`config.mk`:
```
export PLATFORM = sky130hd
export DESIGN_NAME = wildcard_pattern_match_core
export DESIGN_NICKNAME = d
export VERILOG_FILES = /design/src/design/wpm_pkg.sv /design/src/design/wpm_store.sv /design/src/design/wpm_nfa.sv /design/src/design/wildcard_pattern_match_core.sv
export SDC_FILE = /design/constraint.sdc
export NUM_CORES = 1
export LEC_CHECK = 0
export BUFFER_PORTS_ARGS = -buffer_cell sky130_fd_sc_hd__buf_4
export CAP_MARGIN = 20
export CELL_PAD_IN_SITES_DETAIL_PLACEMENT = 1
export CELL_PAD_IN_SITES_GLOBAL_PLACEMENT = 1
export CORE_ASPECT_RATIO = 1.4
export CORE_UTILIZATION = 54
export CTS_BUF_LIST = sky130_fd_sc_hd__clkbuf_8
export CTS_CLUSTER_DIAMETER = 40
export CTS_CLUSTER_SIZE = 20
export DETAILED_ROUTE_END_ITERATION = 16
export PLACE_DENSITY = 0.84
export SLEW_MARGIN = 20
export SYNTH_ARGS = -nofsm -noshare
export SYNTH_HDL_FRONTEND = slang
export SYNTH_HIERARCHICAL = 1
export SYNTH_SLANG_ARGS = --single-unit
```
`constraint.sdc`:
```
create_clock -name clock -period 3.5 [get_ports clock]
set_input_delay 0 -clock clock [delete_from_list [all_inputs] [get_ports clock]]
set_output_delay 0 -clock clock [all_outputs]
set_load 0.01 [all_outputs]
```
`src/design/wpm_pkg.sv`:
```
// Shared types and constants for the glob wildcard matcher.
// Depends on nothing; every other design file imports it.
package wpm_pkg;

   // Pattern capacity in bytes and the derived length width
   localparam int PatternChars = 64;
   localparam int LenW         = $clog2(PatternChars + 1);

   // Wildcard byte codes
   localparam logic [7:0] StarByte = 8'd42;
   localparam logic [7:0] AnyByte  = 8'd63;

   // Command carried by each input word
   typedef enum logic [1:0] {
      ModeStart  = 2'd0,
      ModeAppend = 2'd1,
      ModeText   = 2'd2,
      ModeEnd    = 2'd3
   } mode_type;

   // One registered input word as seen by the processing logic
   typedef struct packed {
      logic            fire;
      mode_type        mode;
      logic [7:0]      byte_value;
   } op_type;

   // Decoded view of the stored pattern
   typedef struct packed {
      logic [LenW-1:0]         len;
      logic [PatternChars-1:0] live;
      logic [PatternChars-1:0] star;
      logic [PatternChars-1:0] any;
      logic                    overflow;
   } pat_view_type;

endpackage

```
`src/design/wpm_store.sv`:
```
// Pattern store: byte cells, length, star-run collapse and overflow flag.
// Depends on wpm_pkg.
module wpm_store
   import wpm_pkg::*;
(
   input  logic         clock,
   input  logic         reset,
   input  op_type       op,
   output pat_view_type view,
   output logic [7:0]   pat_bytes [PatternChars]
);

   logic [7:0]      bytes_ff [PatternChars];
   logic [LenW-1:0] len_ff, len_in;
   logic            last_star_ff, last_star_in;
   logic            ovf_ff, ovf_in;
   logic            append, is_star, collapse, full, write;

   // Decide what an appended byte does
   always_comb begin
      append   = op.fire && (op.mode == ModeAppend);
      is_star  = (op.byte_value == StarByte);
      collapse = is_star && last_star_ff;
      full     = (len_ff == LenW'(PatternChars));
      write    = append && !collapse && !full;
   end

   // Next length, star tracking and overflow
   always_comb begin
      len_in       = len_ff;
      last_star_in = last_star_ff;
      ovf_in       = ovf_ff;
      if (op.fire && op.mode == ModeStart) begin
         len_in       = '0;
         last_star_in = 1'b0;
         ovf_in       = 1'b0;
      end else if (write) begin
         len_in       = len_ff + LenW'(1);
         last_star_in = is_star;
      end else if (append && !collapse) begin
         ovf_in = 1'b1;
      end
   end

   always_ff @(posedge clock) begin
      if (reset) begin
         len_ff       <= '0;
         last_star_ff <= 1'b0;
         ovf_ff       <= 1'b0;
      end else begin
         len_ff       <= len_in;
         last_star_ff <= last_star_in;
         ovf_ff       <= ovf_in;
      end
   end

   // Write the byte cell at the current length
   always_ff @(posedge clock) begin
      for (int i = 0; i < PatternChars; i++) begin
         if (write && len_ff == LenW'(i)) begin
            bytes_ff[i] <= op.byte_value;
         end
      end
   end

   // Decode each cell; cells past the length are masked off
   always_comb begin
      view.len      = len_ff;
      view.overflow = ovf_ff;
      for (int i = 0; i < PatternChars; i++) begin
         view.live[i] = (len_ff > LenW'(i));
         view.star[i] = view.live[i] && (bytes_ff[i] == StarByte);
         view.any[i]  = view.live[i] && (bytes_ff[i] == AnyByte);
         pat_bytes[i] = bytes_ff[i];
      end
   end

endmodule

```
`src/design/wpm_nfa.sv`:
```
// Active-position vector: one parallel update per text byte.
// Depends on wpm_pkg; reads the decoded pattern from wpm_store.
module wpm_nfa
   import wpm_pkg::*;
(
   input  logic         clock,
   input  logic         reset,
   input  op_type       op,
   input  pat_view_type view,
   input  logic [7:0]   pat_bytes [PatternChars],
   output logic         matched
);

   localparam logic [PatternChars:0] Restart = {{PatternChars{1'b0}}, 1'b1};

   // Vector held before star closure; closure is applied on read
   logic [PatternChars:0] raw_ff, raw_in;
   logic [PatternChars:0] eff, step;

   // Close over stars; stored stars never sit side by side, so one step suffices
   always_comb begin
      eff = raw_ff;
      for (int i = 0; i < PatternChars; i++) begin
         eff[i+1] = raw_ff[i+1] | (raw_ff[i] & view.star[i]);
      end
   end

   // Advance every active position by the text byte
   always_comb begin
      step = '0;
      for (int i = 0; i < PatternChars; i++) begin
         if (eff[i] && view.live[i]) begin
            if (view.star[i]) begin
               step[i] = 1'b1;
            end else if (view.any[i] || pat_bytes[i] == op.byte_value) begin
               step[i+1] = 1'b1;
            end
         end
      end
   end

   assign matched = eff[view.len];

   // Pick the next vector
   always_comb begin
      raw_in = raw_ff;
      if (op.fire) begin
         unique case (op.mode)
            ModeText: begin
               raw_in = step;
            end
            ModeStart, ModeAppend, ModeEnd: begin
               raw_in = Restart;
            end
         endcase
      end
   end

   always_ff @(posedge clock) begin
      if (reset) begin
         raw_ff <= Restart;
      end else begin
         raw_ff <= raw_in;
      end
   end

endmodule

```
`src/design/wildcard_pattern_match_core.sv`:
```
// Glob wildcard matcher: '*' matches any run of bytes, '?' exactly one byte.
// Each accepted word goes into an input register, is then processed against the
// pattern cells and the active-position vector, and an end-of-text word leaves its
// result in an output register. One word is taken every cycle; the only hold-up is
// an end-of-text word waiting while the previous result is still stalled. No
// clearing pass follows reset. Depends on wpm_pkg, wpm_store and wpm_nfa.
module wildcard_pattern_match_core
   import wpm_pkg::*;
(
   input  logic       clock,
   input  logic       reset,
   input  logic       req_valid,
   output logic       req_stall,
   input  logic [1:0] req_mode,
   input  logic [7:0] req_byte_value,
   output logic       rsp_valid,
   input  logic       rsp_stall,
   output logic       rsp_matched,
   output logic       rsp_pattern_overflow
);

   logic         in_valid_ff;
   mode_type     in_mode_ff;
   logic [7:0]   in_byte_ff;
   logic         rsp_valid_ff;
   logic         rsp_matched_ff;
   logic         rsp_ovf_ff;
   logic         proc;
   logic         fire_end;
   logic         matched;
   op_type       op;
   pat_view_type view;
   logic [7:0]   pat_bytes [PatternChars];

   // Process the held word unless it needs the output register while that is stalled
   always_comb begin
      proc      = in_valid_ff &&
                  ((in_mode_ff != ModeEnd) || !(rsp_valid_ff && rsp_stall));
      fire_end  = proc && (in_mode_ff == ModeEnd);
      req_stall = in_valid_ff && !proc;
      op.fire       = proc;
      op.mode       = in_mode_ff;
      op.byte_value = in_byte_ff;
   end

   // Input register
   always_ff @(posedge clock) begin
      if (reset) begin
         in_valid_ff <= 1'b0;
      end else if (req_valid && !req_stall) begin
         in_valid_ff <= 1'b1;
      end else if (proc) begin
         in_valid_ff <= 1'b0;
      end
   end

   always_ff @(posedge clock) begin
      if (req_valid && !req_stall) begin
         in_mode_ff <= mode_type'(req_mode);
         in_byte_ff <= req_byte_value;
      end
   end

   wpm_store u_store (
      .clock     (clock),
      .reset     (reset),
      .op        (op),
      .view      (view),
      .pat_bytes (pat_bytes)
   );

   wpm_nfa u_nfa (
      .clock     (clock),
      .reset     (reset),
      .op        (op),
      .view      (view),
      .pat_bytes (pat_bytes),
      .matched   (matched)
   );

   // Output register: load on end of text, drop once taken
   always_ff @(posedge clock) begin
      if (reset) begin
         rsp_valid_ff <= 1'b0;
      end else if (fire_end) begin
         rsp_valid_ff <= 1'b1;
      end else if (!rsp_stall) begin
         rsp_valid_ff <= 1'b0;
      end
   end

   always_ff @(posedge clock) begin
      if (fire_end) begin
         rsp_matched_ff <= matched;
         rsp_ovf_ff     <= view.overflow;
      end
   end

   assign rsp_valid            = rsp_valid_ff;
   assign rsp_matched          = rsp_matched_ff;
   assign rsp_pattern_overflow = rsp_ovf_ff;

   // A new result only follows a processed end-of-text word
   a_rsp_source: assert property (@(posedge clock) disable iff (reset)
      $rose(rsp_valid_ff) |-> $past(fire_end))
      else $error("result appeared without an end-of-text word");

   // A word held back is neither lost nor altered
   a_in_hold: assert property (@(posedge clock) disable iff (reset)
      (in_valid_ff && !proc) |=> (in_valid_ff && $stable(in_mode_ff) && $stable(in_byte_ff)))
      else $error("held input word changed");

   // Pattern length stays within capacity
   a_len_cap: assert property (@(posedge clock) disable iff (reset)
      view.len <= LenW'(PatternChars))
      else $error("pattern length beyond capacity");

   // Star runs are collapsed, which the one-step closure relies on
   a_no_star_pair: assert property (@(posedge clock) disable iff (reset)
      (view.star & (view.star >> 1)) == '0)
      else $error("adjacent stars in pattern store");

endmodule

```
* Yosys cells after proc, flatten, opt, wreduce, memory -nomap -nowiden
Memory sizes are Yosys's and may differ from the RTL's.
Index checks and enable logic that the tools add are counted.
** Cells by class
- Eq/ne operators :: 262
- $add $sub $neg :: 1
- Multiplexer cells :: 580
- Order comparisons :: 65
- Reductions and logical operators :: 405
- Bitwise operators :: 129
** Operators by type and width (number)
- equality test 8 x 6 -> 1 bit, second input constant :: 129
- equality test 8 bit :: 64
- 2-to-1 mux 8 bit :: 63
- OR reduction 8 bit :: 63
- 2-to-1 mux 1 bit :: 388
- 2-to-1 mux 6 bit :: 63
- logical AND 1 bit :: 266
- equality test 7 x 6 -> 1 bit, second input constant :: 32
- > comparator 7 x 6 -> 1 bit, second input constant :: 32
- case mux 65 bit (2 select lines) :: 1
- 2-to-1 mux 2 bit :: 64
- equality test 7 x 5 -> 1 bit, second input constant :: 16
- > comparator 7 x 5 -> 1 bit, second input constant :: 16
- logical OR 1 bit :: 65
- bitwise AND 1 bit :: 64
- OR 1 bit :: 64
- equality test 7 x 4 -> 1 bit, second input constant :: 8
- > comparator 7 x 4 -> 1 bit, second input constant :: 8
- equality test 7 x 3 -> 1 bit, second input constant :: 4
- > comparator 7 x 3 -> 1 bit, second input constant :: 4
- equality test 7 x 2 -> 1 bit, second input constant :: 2
- > comparator 7 x 1 -> 1 bit, second input constant :: 2
- > comparator 7 x 2 -> 1 bit, second input constant :: 2
- < comparator 7 x 8 -> 1 bit, second input constant :: 1
- other kinds (16) :: 21
** Storage, ports and cells
- Memories :: 1
- Memory bits (writable) :: 512
- Register bits after elaboration :: 88
- Logic and storage cells :: 1453
** Memories
- u_store.bytes_ff :: depth 64, width 8, rd ports 64, clocked after Yosys merged registers in 0, write ports 1, line wpm_store.sv:13 : logic [7:0] bytes_ff [PatternChars];

* Logic depth before layout (Yosys ltp)
Gate-level depths: netlist of the first run.
- Depth after elaboration :: 133
- Depth in mapped cells :: 14
- Gate-level depth less buffers :: 12

* Modules after synthesis
The synthesis of the first run kept the hierarchy.
** By module, submodules not included
- wpm_store :: times used 1, cells an instance 1250, area each 19805.2 µm², sequential area each 15554.9 µm²
- wpm_nfa :: times used 1, cells an instance 1415, area each 10866.7 µm², sequential area each 1301.2 µm²
- wildcard_pattern_match_core :: times used 1, cells an instance 24, area each 467.9 µm², sequential area each 400.4 µm²

* Least setup slack after synthesis of the first run
No wires, ideal clock.
- Path type :: flip-flop to flip-flop
- Start :: reg u_store.len_ff[0]
- End :: mem u_store.bytes_ff[36][0] (netlist: u_store/bytes_ff[1][32]), enable pin
- Setup time :: 395 ps
- Data required time :: 3105 ps
- Setup slack :: 297 ps
- Arrival time :: 2809 ps
- Cell stages (with the launch flop) :: 10
- Period minus slack after synthesis :: 3203 ps
- Path through :: dfxtp_1 buf_4 buf_2 inv_1 ha_1 nor4b_4 a31oi_4 nand2_2 buf_4 nor4_1
** Between the ends
- Word-level cells in the longest chain between the ends :: 70
- Elaborated cells on any way between the ends :: 448
- Those cells by class :: 64 x eq/ne; 254 x mux; 130 x reduce/logical
** Ends and longest elaborated chain
- start, declared :: line wpm_store.sv:14 : logic [LenW-1:0] len_ff, len_in;
- start signal, assigned :: line wpm_store.sv:51 : len_ff <= len_in;
- equality test 7 bit :: line wpm_store.sv:24 : full = (len_ff == LenW'(PatternChars));
- logical NOT 1 bit :: line wpm_store.sv:25 : write = append && !collapse && !full;
- logical AND 1 bit :: line wpm_store.sv:25
- logical AND 1 bit :: line wpm_store.sv:60 : if (write && len_ff == LenW'(i)) begin
- 2-to-1 mux 1 bit :: line wpm_store.sv:60
- 2-to-1 mux 1 bit (not written as such) :: line wpm_store.sv:61 : bytes_ff[i] <= op.byte_value;
- OR reduction 8 bit (no line)
- 2-to-1 mux 6 bit (no line) or 2-to-1 mux 1 bit (tied branches) (63 in series)
- end, declared :: line wpm_store.sv:13
Parallel ways exist; a longest one is shown, timed or not.

==> metrics.csv, run 1 <==
stage;metric;value;unit
critical_path;Worst Path Buf+Inv;3;
routing;Vias per Instance;6.65;
cts;Sink Count;600;
critical_path;register-to-register path setup slack;-0.03;ns
timing;final hold vios;0;
timing;FMAX;283;MHz
worst_hold_path;WHS Path Cells;2;
timing;Final WS setup;-0.0292;ns
final_layout;nets@finish;2849;
routing;DRT iter0 DRCs;2252;
timing;final setup vio count;1;
critical_path;Setup CP Type;flop to flop;
grt;initial antenna violation count;3;
timing;Rel. slew slack;0.230;
synthesis;Post-synth EDFFs;524;
critical_path;Critical Path End Type;flop;
cts;CTS tree;done;
final_layout;Post-Layout Cell Count;3627;
synthesis;#FFs+latches synth;600;
grt;grt ovf;0;
synthesis;Post-Syn Area per Cell;11.6;um^2
synthesis;asr flop ratio synth;0;
routing;antenna viol nets, final;0;
critical_path;Worst setup SP type;flop;
routing;Via Count;24116;
placed_design;IO buf count;17;
flow_run;max-cap violation count;0;
critical_path;CP Data Arrival Time;3.94;ns
worst_hold_path;hold path endpoint;in_byte_ff[4];
grt;vias in the first global route;25905;
routing;Avg WL per Cell;28.0;um
critical_path;delay-heaviest family, CP;compound AO/OA/AOI/OAI gates;
placed_design;HPWL after DPL;64800;um
pwr;pwr dens;407;nW/um^2
timing;period utilisation layout;1.01;
pwr;Pwr Total;0.0142;W
cts;Worst-Skew Late Latency;0.69;ns
worst_hold_path;hold wc startpoint;req_byte_value[4];
final_layout;number of fillers in the final layout;5810;
synthesis;Synthesized Nets;2707;
final_layout;area delta synth->final;12.0;%
floorplan;Ports;18;
cts;clock-pin slew on the worst setup and hold paths;0.12;ns
placed_design;GP Congestion;0.936;
cts;H-tree Lvls;3;
critical_path;crit path cell chain;buf_4 > nor3_2 > o21ai_0 > buf_4 > nand3_1 > nor4_1 > buf_4 > nand2_1 > o21ai_0 > a311oi_1 > nor4_1 > o41ai_2 > a22oi_1;
synthesis;dominant synthesized flop cell;edfxtp_1;
synthesis;Cell variety after synth;102;
grt;largest net degree at the start of global routing;129;
final_layout;area occupied by registers;17300;um^2
pwr;P_leak;11.8;nW
floorplan;num rows;103;
synthesis;yosys warns;6;
critical_path;worst stage delay on the critical path;0.51;ns
critical_path;R2R Path Start;u_store/len_ff[4];
cts;CTS Buffer Depth;3;
critical_path;Reg2Reg Depth;13;
floorplan;DIE HEIGHT;286;um
cts;clock root buffer;clkbuf_8;
critical_path;Worst Path Max Fanout;15;
critical_path;Worst EP required;3.91;ns
grt;overall routing resource usage;0.347;
timing;post-layout min period;3.53;ns
synthesis;synthesized cell area;31100;um^2
cts;CTS Buf Count;72;
critical_path;Most Frequent Cell on Critical Path;buf_4;
synthesis;Syn Inst Count;2689;
floorplan;die area;58600;um^2
critical_path;critical path's slowest cell;a311oi_1;
placed_design;post-placement cell count;3474;
final_layout;layout cells sized above 1;0.152;
pwr;Max VDD drop;0.366;mV
outcome;status;finished, violations left;
floorplan;core area;56700;um^2
final_layout;Multi-input gate area;13200;um^2
grt;first-pass GRT wire length;153000;um
timing;Fin Clk Skew;0.0490;ns
outcome;violated checks;negative setup slack;
worst_hold_path;worst hold path class;input pin to flop;
synthesis;sequential area share after synthesis;0.554;
critical_path;reg-to-reg endpoint;rsp_matched;
floorplan;Die Wd;205;um
routing;Routed WL;102000;um
floorplan;Initial Utilization;0.549;
routing;TritonRoute pass-1 iters;7;
timing;final max-slew violation count;0;
routing;DR DRC count;0;
timing;worst slew pin tran;1.15;ns
[cells in the mapped netlist, drive strengths merged (35+ instances only)]
| library cell | n | share of area |
|---|---|---|
| xor2 | 512 | 0.14 |
| o31ai | 66 | 0.016 |
| a21o | 50 | 0.012 |
| dfxtp | 76 | 0.049 |
| nor2 | 190 | 0.023 |
| a21oi | 118 | 0.019 |
| nand4 | 35 | 0.0070 |
| nor4 | 191 | 0.039 |
| nand3 | 152 | 0.025 |
| nor3 | 91 | 0.015 |
| o21ai | 46 | 0.0078 |
| edfxtp | 524 | 0.51 |
| buf | 106 | 0.027 |
| nand2 | 163 | 0.020 |
| a22oi | 64 | 0.015 |
[per-layer routing]
layer	vias up	track usage	routed length, um	share of wire
met5	-	0	47	0.00046
li1	10367	-	-	-
met3	379	0.0601	6340	0.062
met2	1101	0.602	51400	0.51
met1	12267	0.393	37600	0.37
met4	2	0.217	6260	0.062
[metrics by stage]
step	TNS [ns]	utilization	worst slack (ns)	hold slack, ns	cell area, um^2
finish	-0.0292	0.615	-0.0292	0.0294	34900
global route	-0.106	0.615	-0.106	0.0322	34900
CTS	0	0.609	0.00459	0.0137	34500
detailed placement	-0.173	0.577	-0.173	0.180	32700
global placement	-0.156	0.577	-0.156	0.179	32700
floorplan	0	-	0.297	0.0691	31100
[where the power goes]
group	total, W	switching, W	leakage, nW	internal, W
Clock	0.00564	0.00305	0.844	0.00258
Sequential	0.00778	0.0000132	5.33	0.00777
Combinational	0.000770	0.000548	5.63	0.000221
Total	0.0142	0.00361	11.8	0.0106
[worst max-delay path by stage]
stage	from	endpoint	cells past startpoint
final	u_store/len_ff[4]	rsp_matched	13
after global routing	u_store/len_ff[1]	rsp_matched	14
after CTS	u_store/len_ff[6]	rsp_matched	12
after detailed placement	u_store/len_ff[6]	rsp_matched	10
after global placement	u_store/len_ff[6]	rsp_matched	10
after floorplan	u_store/len_ff[0]	u_store/bytes_ff[1][32]	9
[state kept, by name, summed over array words and instances (netlist names)]
signal / flops
rsp_valid: 1
in_valid_ff: 1
u_store/bytes_ff: 512
u_store/last_star_ff: 1
u_store/len_ff: 7
u_nfa/raw_ff: 65
rsp_pattern_overflow: 1
u_store/ovf_ff: 1
in_mode_ff: 2
rsp_matched: 1
in_byte_ff: 8
[logic make-up after synthesis]
logic type | count (synthesis) | synth area share
AOI/OAI and AO/OA | 439 | 0.100
xor gates and xnor gates | 513 | 0.144
adders and majority gates | 4 | 0.00161
buffers and inverters | 159 | 0.0338
DFF | 600 | 0.554
muxes | 3 | 0.000964
and+or+nand+nor | 971 | 0.165
[placed cells by master, fill, tap and decap left out, drive strengths merged, types with 6 or more instances in the layout]
master / n
a32oi: 7
or2: 10
nand2: 163
a21o: 50
nor4: 191
inv: 45
nor2: 190
and2: 16
and4: 12
a31oi: 8
dlygate4sd3: 14
nand4b: 9
xor2: 512
nor3: 91
clkbuf: 79
nor2b: 9
nand4: 35
or3: 21
o31ai: 66
o211ai: 15
a22oi: 64
nand3: 152
o21ai: 46
clkinvlp: 8
buf: 190
edfxtp: 524
dfxtp: 76
nand2b: 23
nand3b: 7
a21oi: 118
nor4b: 16
o21a: 6
clkinv: 19
[what timing repair did]
item,CTS,global route
endpoints found under the hold margin,87,0
hold buffers,14,0
buffers inserted,0,4
pin swaps,0,4
endpoints found under the setup margin,1,1
gates resized for setup,5,32
[layout make-up]
cell class	instances	share of cell area
flip-flops and latches	600	0.495
multi-input cells	1930	0.378
repair buffers	204	0.0502
clock buffers	79	0.0312
well taps	735	0.0264
clock inverters	53	0.0166
inverters	23	0.00248
diodes	3	0.000215
(Power assumes the default switching activity.)
==> run 2: changes to the inputs <==
- ABC_AREA: unset -> 1
- CORE_UTILIZATION: 54 -> 52
==> run 2 against run 1 <==
Compared with the run above: the flow now finishes without violations; via count grew 9.1%; global-route usage shrank 1.5 points; synthesized cell count grew 33%; final cell count grew 25%; clock-buffer cell count shrank 7; clock power shrank 3%; critical path type unchanged; critical endpoint unchanged; clock skew grew 0.0052 ns; routed wire length grew 5.4%; worst hold slack gained 0.27 ns; register-to-register slack gained 0.20 ns.
==> metrics.csv, run 2 <==
stage;metric;value;unit;change
synthesis;#FFs+latches synth;600;;unchanged
routing;DRT iter0 DRCs;1809;;-20%
pwr;Gate power share;0.065;;+0.011
synthesis;sequential area share after synthesis;0.521;;-0.0329
pwr;sequential power share;0.550;;about the same
critical_path;Reg2Reg Depth;18;;+5
critical_path;crit path cell chain;ha_1 > inv_1 > nor2_1 > nor2_2 > inv_1 > o21ai_1 > inv_1 > nor2_1 > nand2_1 > nand3_1 > nand3_1 > nand2_1 > nand2_1 > a21oi_1 > nor2_1 > nand2_1 > nand3_1 > nand2_1;;
cts;Worst-Skew Late Latency;0.76;ns;+0.07 ns
routing;Via Count;26303;;+9.1%
pwr;net switching power;0.00370;W;+2.5%
worst_hold_path;hold path endpoint;rsp_valid;;
synthesis;dominant synthesized flop cell;edfxtp_1;;
outcome;status;finished, final reports clean;;
synthesis;Syn Inst Count;3563;;+33%
timing;post-layout min period;3.33;ns;-0.198 ns
timing;Final WS setup;0.169;ns;+0.198 ns
floorplan;Ports;18;;unchanged
floorplan;Initial Utilization;0.525;;-0.0237
grt;overall routing resource usage;0.332;;-0.0151
flow_run;max-cap violation count;0;;unchanged
cts;Setup Fix Bufs, Post-CTS;0;;unchanged
synthesis;Post-synth EDFFs;524;;unchanged
timing;Fin Clk Skew;0.0541;ns;+0.00516 ns
cts;CTS Buffer Depth;3;;unchanged
critical_path;Worst setup SP type;flop;;
floorplan;die area;64700;um^2;+10%
pwr;P_leak;13.5;nW;+14%
final_layout;layout cells sized above 1;0.133;;-0.0189
synthesis;Synthesized Nets;3581;;+32%
floorplan;num rows;109;;+5.8%
pwr;Int Pwr;0.0105;W;-1.1%
pwr;pwr dens;393;nW/um^2;-3.5%
final_layout;Top reg by flops;u_store/bytes_ff;;
timing;final max-slew violation count;0;;unchanged
timing;Hold WS;0.298;ns;+0.269 ns
routing;TritonRoute pass-1 iters;5;;-2
grt;first-pass GRT wire length;164000;um;+6.7%
critical_path;Worst EP required;4.09;ns;+0.18 ns
critical_path;register-to-register path setup slack;0.17;ns;+0.20 ns
timing;final setup vio count;0;;-1
pwr;sw frac;0.261;;+0.00674
timing;period utilisation layout;0.952;;-0.0565
cts;H-tree Lvls;3;;unchanged
critical_path;reg-to-reg endpoint;rsp_matched;;
pwr;Clock Power Share;0.385;;-0.012
placed_design;Place WS;0.209;ns;+0.383 ns
final_layout;number of fillers in the final layout;7196;;+24%
final_layout;Top Registers;u_store/bytes_ff x512, u_nfa/raw_ff x65, in_byte_ff x8;;
routing;Avg WL per Cell;23.6;um;-16%
timing;setup tns final;0;ns;+0.0292 ns
critical_path;Critical Path End Type;flop;;
final_layout;commonest non-fill, non-tap cell in the layout;nand2_1;;
routing;Vias per Instance;5.78;;-13%
placed_design;HPWL after DPL;66900;um;+3.2%
floorplan;DIE HEIGHT;301;um;+5.0%
timing;worst slew pin tran;1.14;ns;-0.00497 ns
synthesis;synthesized cell area;33100;um^2;+6.3%
worst_hold_path;WHS Path Cells;6;;+4
critical_path;R2R Path Start;u_store/len_ff[0];;
critical_path;CP Data Arrival Time;3.92;ns;-0.02 ns
timing;FMAX;300;MHz;+5.9%
final_layout;max reg flops;512;;unchanged
final_layout;nets@finish;3676;;+29%
pwr;Max VDD drop;0.438;mV;+20%
critical_path;worst stage delay on the critical path;0.42;ns;-0.09 ns
grt;vias in the first global route;29122;;+12%
critical_path;Worst Path Max Fanout;11;;-4
cts;CTS tree;done;;
synthesis;Post-Syn Area per Cell;9.29;um^2;-20%
grt;initial antenna violation count;1;;-2
placed_design;GP Congestion;0.945;;+0.97%
synthesis;yosys warns;6;;unchanged
routing;antenna viol nets, final;0;;unchanged
final_layout;area delta synth->final;8.96;%;
synthesis;Cell variety after synth;45;;-56%
synthesis;top post-synthesis cells by count;nand2_1 (849), edfxtp_1 (524), inv_1 (334);;
timing;Rel. slew slack;0.239;;+0.00919
critical_path;Setup CP Type;flop to flop;;
synthesis;asr flop ratio synth;0;;unchanged
critical_path;Most Frequent Cell on Critical Path;nand2_1;;
worst_hold_path;hold wc startpoint;rsp_stall;;
grt;grt ovf;0;;unchanged
worst_hold_path;worst hold path class;input pin to flop;;
synthesis;dominant cell type by area after synthesis;edfxtp_1;;
synthesis;Synth area leaders;edfxtp_1 (48%), nand2_1 (9.6%), xor2_1 (6.5%);;
cts;clock-pin slew on the worst setup and hold paths;0.10;ns;-0.02 ns
synthesis;most common cell in the netlist;nand2_1;;
synthesis;top cell type's share of synthesized area;0.475;;-0.0300
routing;DR DRC count;0;;unchanged
timing;final hold vios;0;;unchanged
cts;CTS Buf Count;69;;-4.2%
floorplan;core area;63000;um^2;+11%
grt;largest net degree at the start of global routing;129;;unchanged
placed_design;IO buf count;17;;unchanged
critical_path;critical path's slowest cell;dfxtp_2;;
cts;Sink Count;600;;unchanged
final_layout;most frequent cells in the layout;nand2_1 (849), edfxtp_1 (524), inv_1 (339);;
timing;RSZ-0062 raised after global routing;no;;
routing;Routed WL;107000;um;+5.4%
cts;clock root buffer;clkbuf_8;;
floorplan;Die Wd;215;um;+5.0%
-- run 2: repair_timing --
| action | 4_1_cts | 5_1_grt |
|---|---|---|
| hold endpoints to repair | 57 | 0 |
| endpoints found under the setup margin | 0 | 1 |
| gates resized for setup | 0 | 2 |
| hold buffers | 24 | 0 |
-- run 2: worst max-delay path: cells and delay by family, from the launching register on --
kind | cells | cell delay [ns]
compound gates | 2 | 0.54
fa+ha+maj | 1 | 0.24
buf+inv | 3 | 0.47
flops | 1 | 0.42
simple gates | 12 | 1.52
-- run 2: cell type report --
cell class,instances,area [um^2],area share
antenna,1,2.50,0.0000694
clock buffer,72,991,0.0275
clock inverter,55,561,0.0155
inverter,356,1350,0.0373
multi-input combinational,2506,13700,0.381
sequential,600,17300,0.478
tap,832,1040,0.0289
timing repair buffer,125,1140,0.0315
-- run 2: how the worst max path moves through the flow --
stage	start	endpoint	slack, ns	depth (start not counted)
finish	u_store/len_ff[0]	rsp_matched	0.17	18
global route	u_store/len_ff[0]	rsp_matched	0.03	18
CTS	u_store/len_ff[0]	rsp_matched	0.16	18
detailed placement	u_store/len_ff[0]	rsp_matched	0.21	18
global placement	u_store/len_ff[0]	rsp_matched	0.23	18
floorplan	in_byte_ff[7]	u_store/bytes_ff[0][232]	0.66	7
-- run 2: per-layer routing --
| metal | GRT usage | wire length [um] |
|---|---|---|
| met1 | 0.368 | 40800 |
| met5 | 0 | 0 |
| met3 | 0.0371 | 4800 |
| met2 | 0.611 | 56000 |
| met4 | 0.193 | 5510 |
-- run 2: cells by family after synthesis --
logic type,share of synthesized area
DFF,0.521
xor gates and xnor gates,0.119
adders and majority gates,0.00151
and+or+nand+nor,0.268
buffers and inverters,0.0640
AOI/OAI and AO/OA,0.0268
-- run 2: power by group through the flow --
| stage | Clock (W) | Sequential (W) | Combinational, W |
|---|---|---|---|
| 2_1_floorplan | 0 | 0.00799 | 0.000574 |
| 3_3_place_gp | 0 | 0.00795 | 0.000830 |
| 3_5_place_dp | 0 | 0.00795 | 0.000875 |
| 4_1_cts | 0.00547 | 0.00779 | 0.000905 |
| 5_1_grt | 0.00572 | 0.00779 | 0.000975 |
| 6_report | 0.00545 | 0.00779 | 0.000919 |
-- run 2: per-stage QoR --
step	cell area (um^2)	power (W)	std cells	util
global placement	34300	0.00878	4395	0.544
global route	36100	0.0145	4547	0.573
CTS	36100	0.0142	4546	0.572
detailed placement	34300	0.00883	4395	0.544
floorplan	33100	0.00857	3563	-
finish	36100	0.0142	4547	0.573
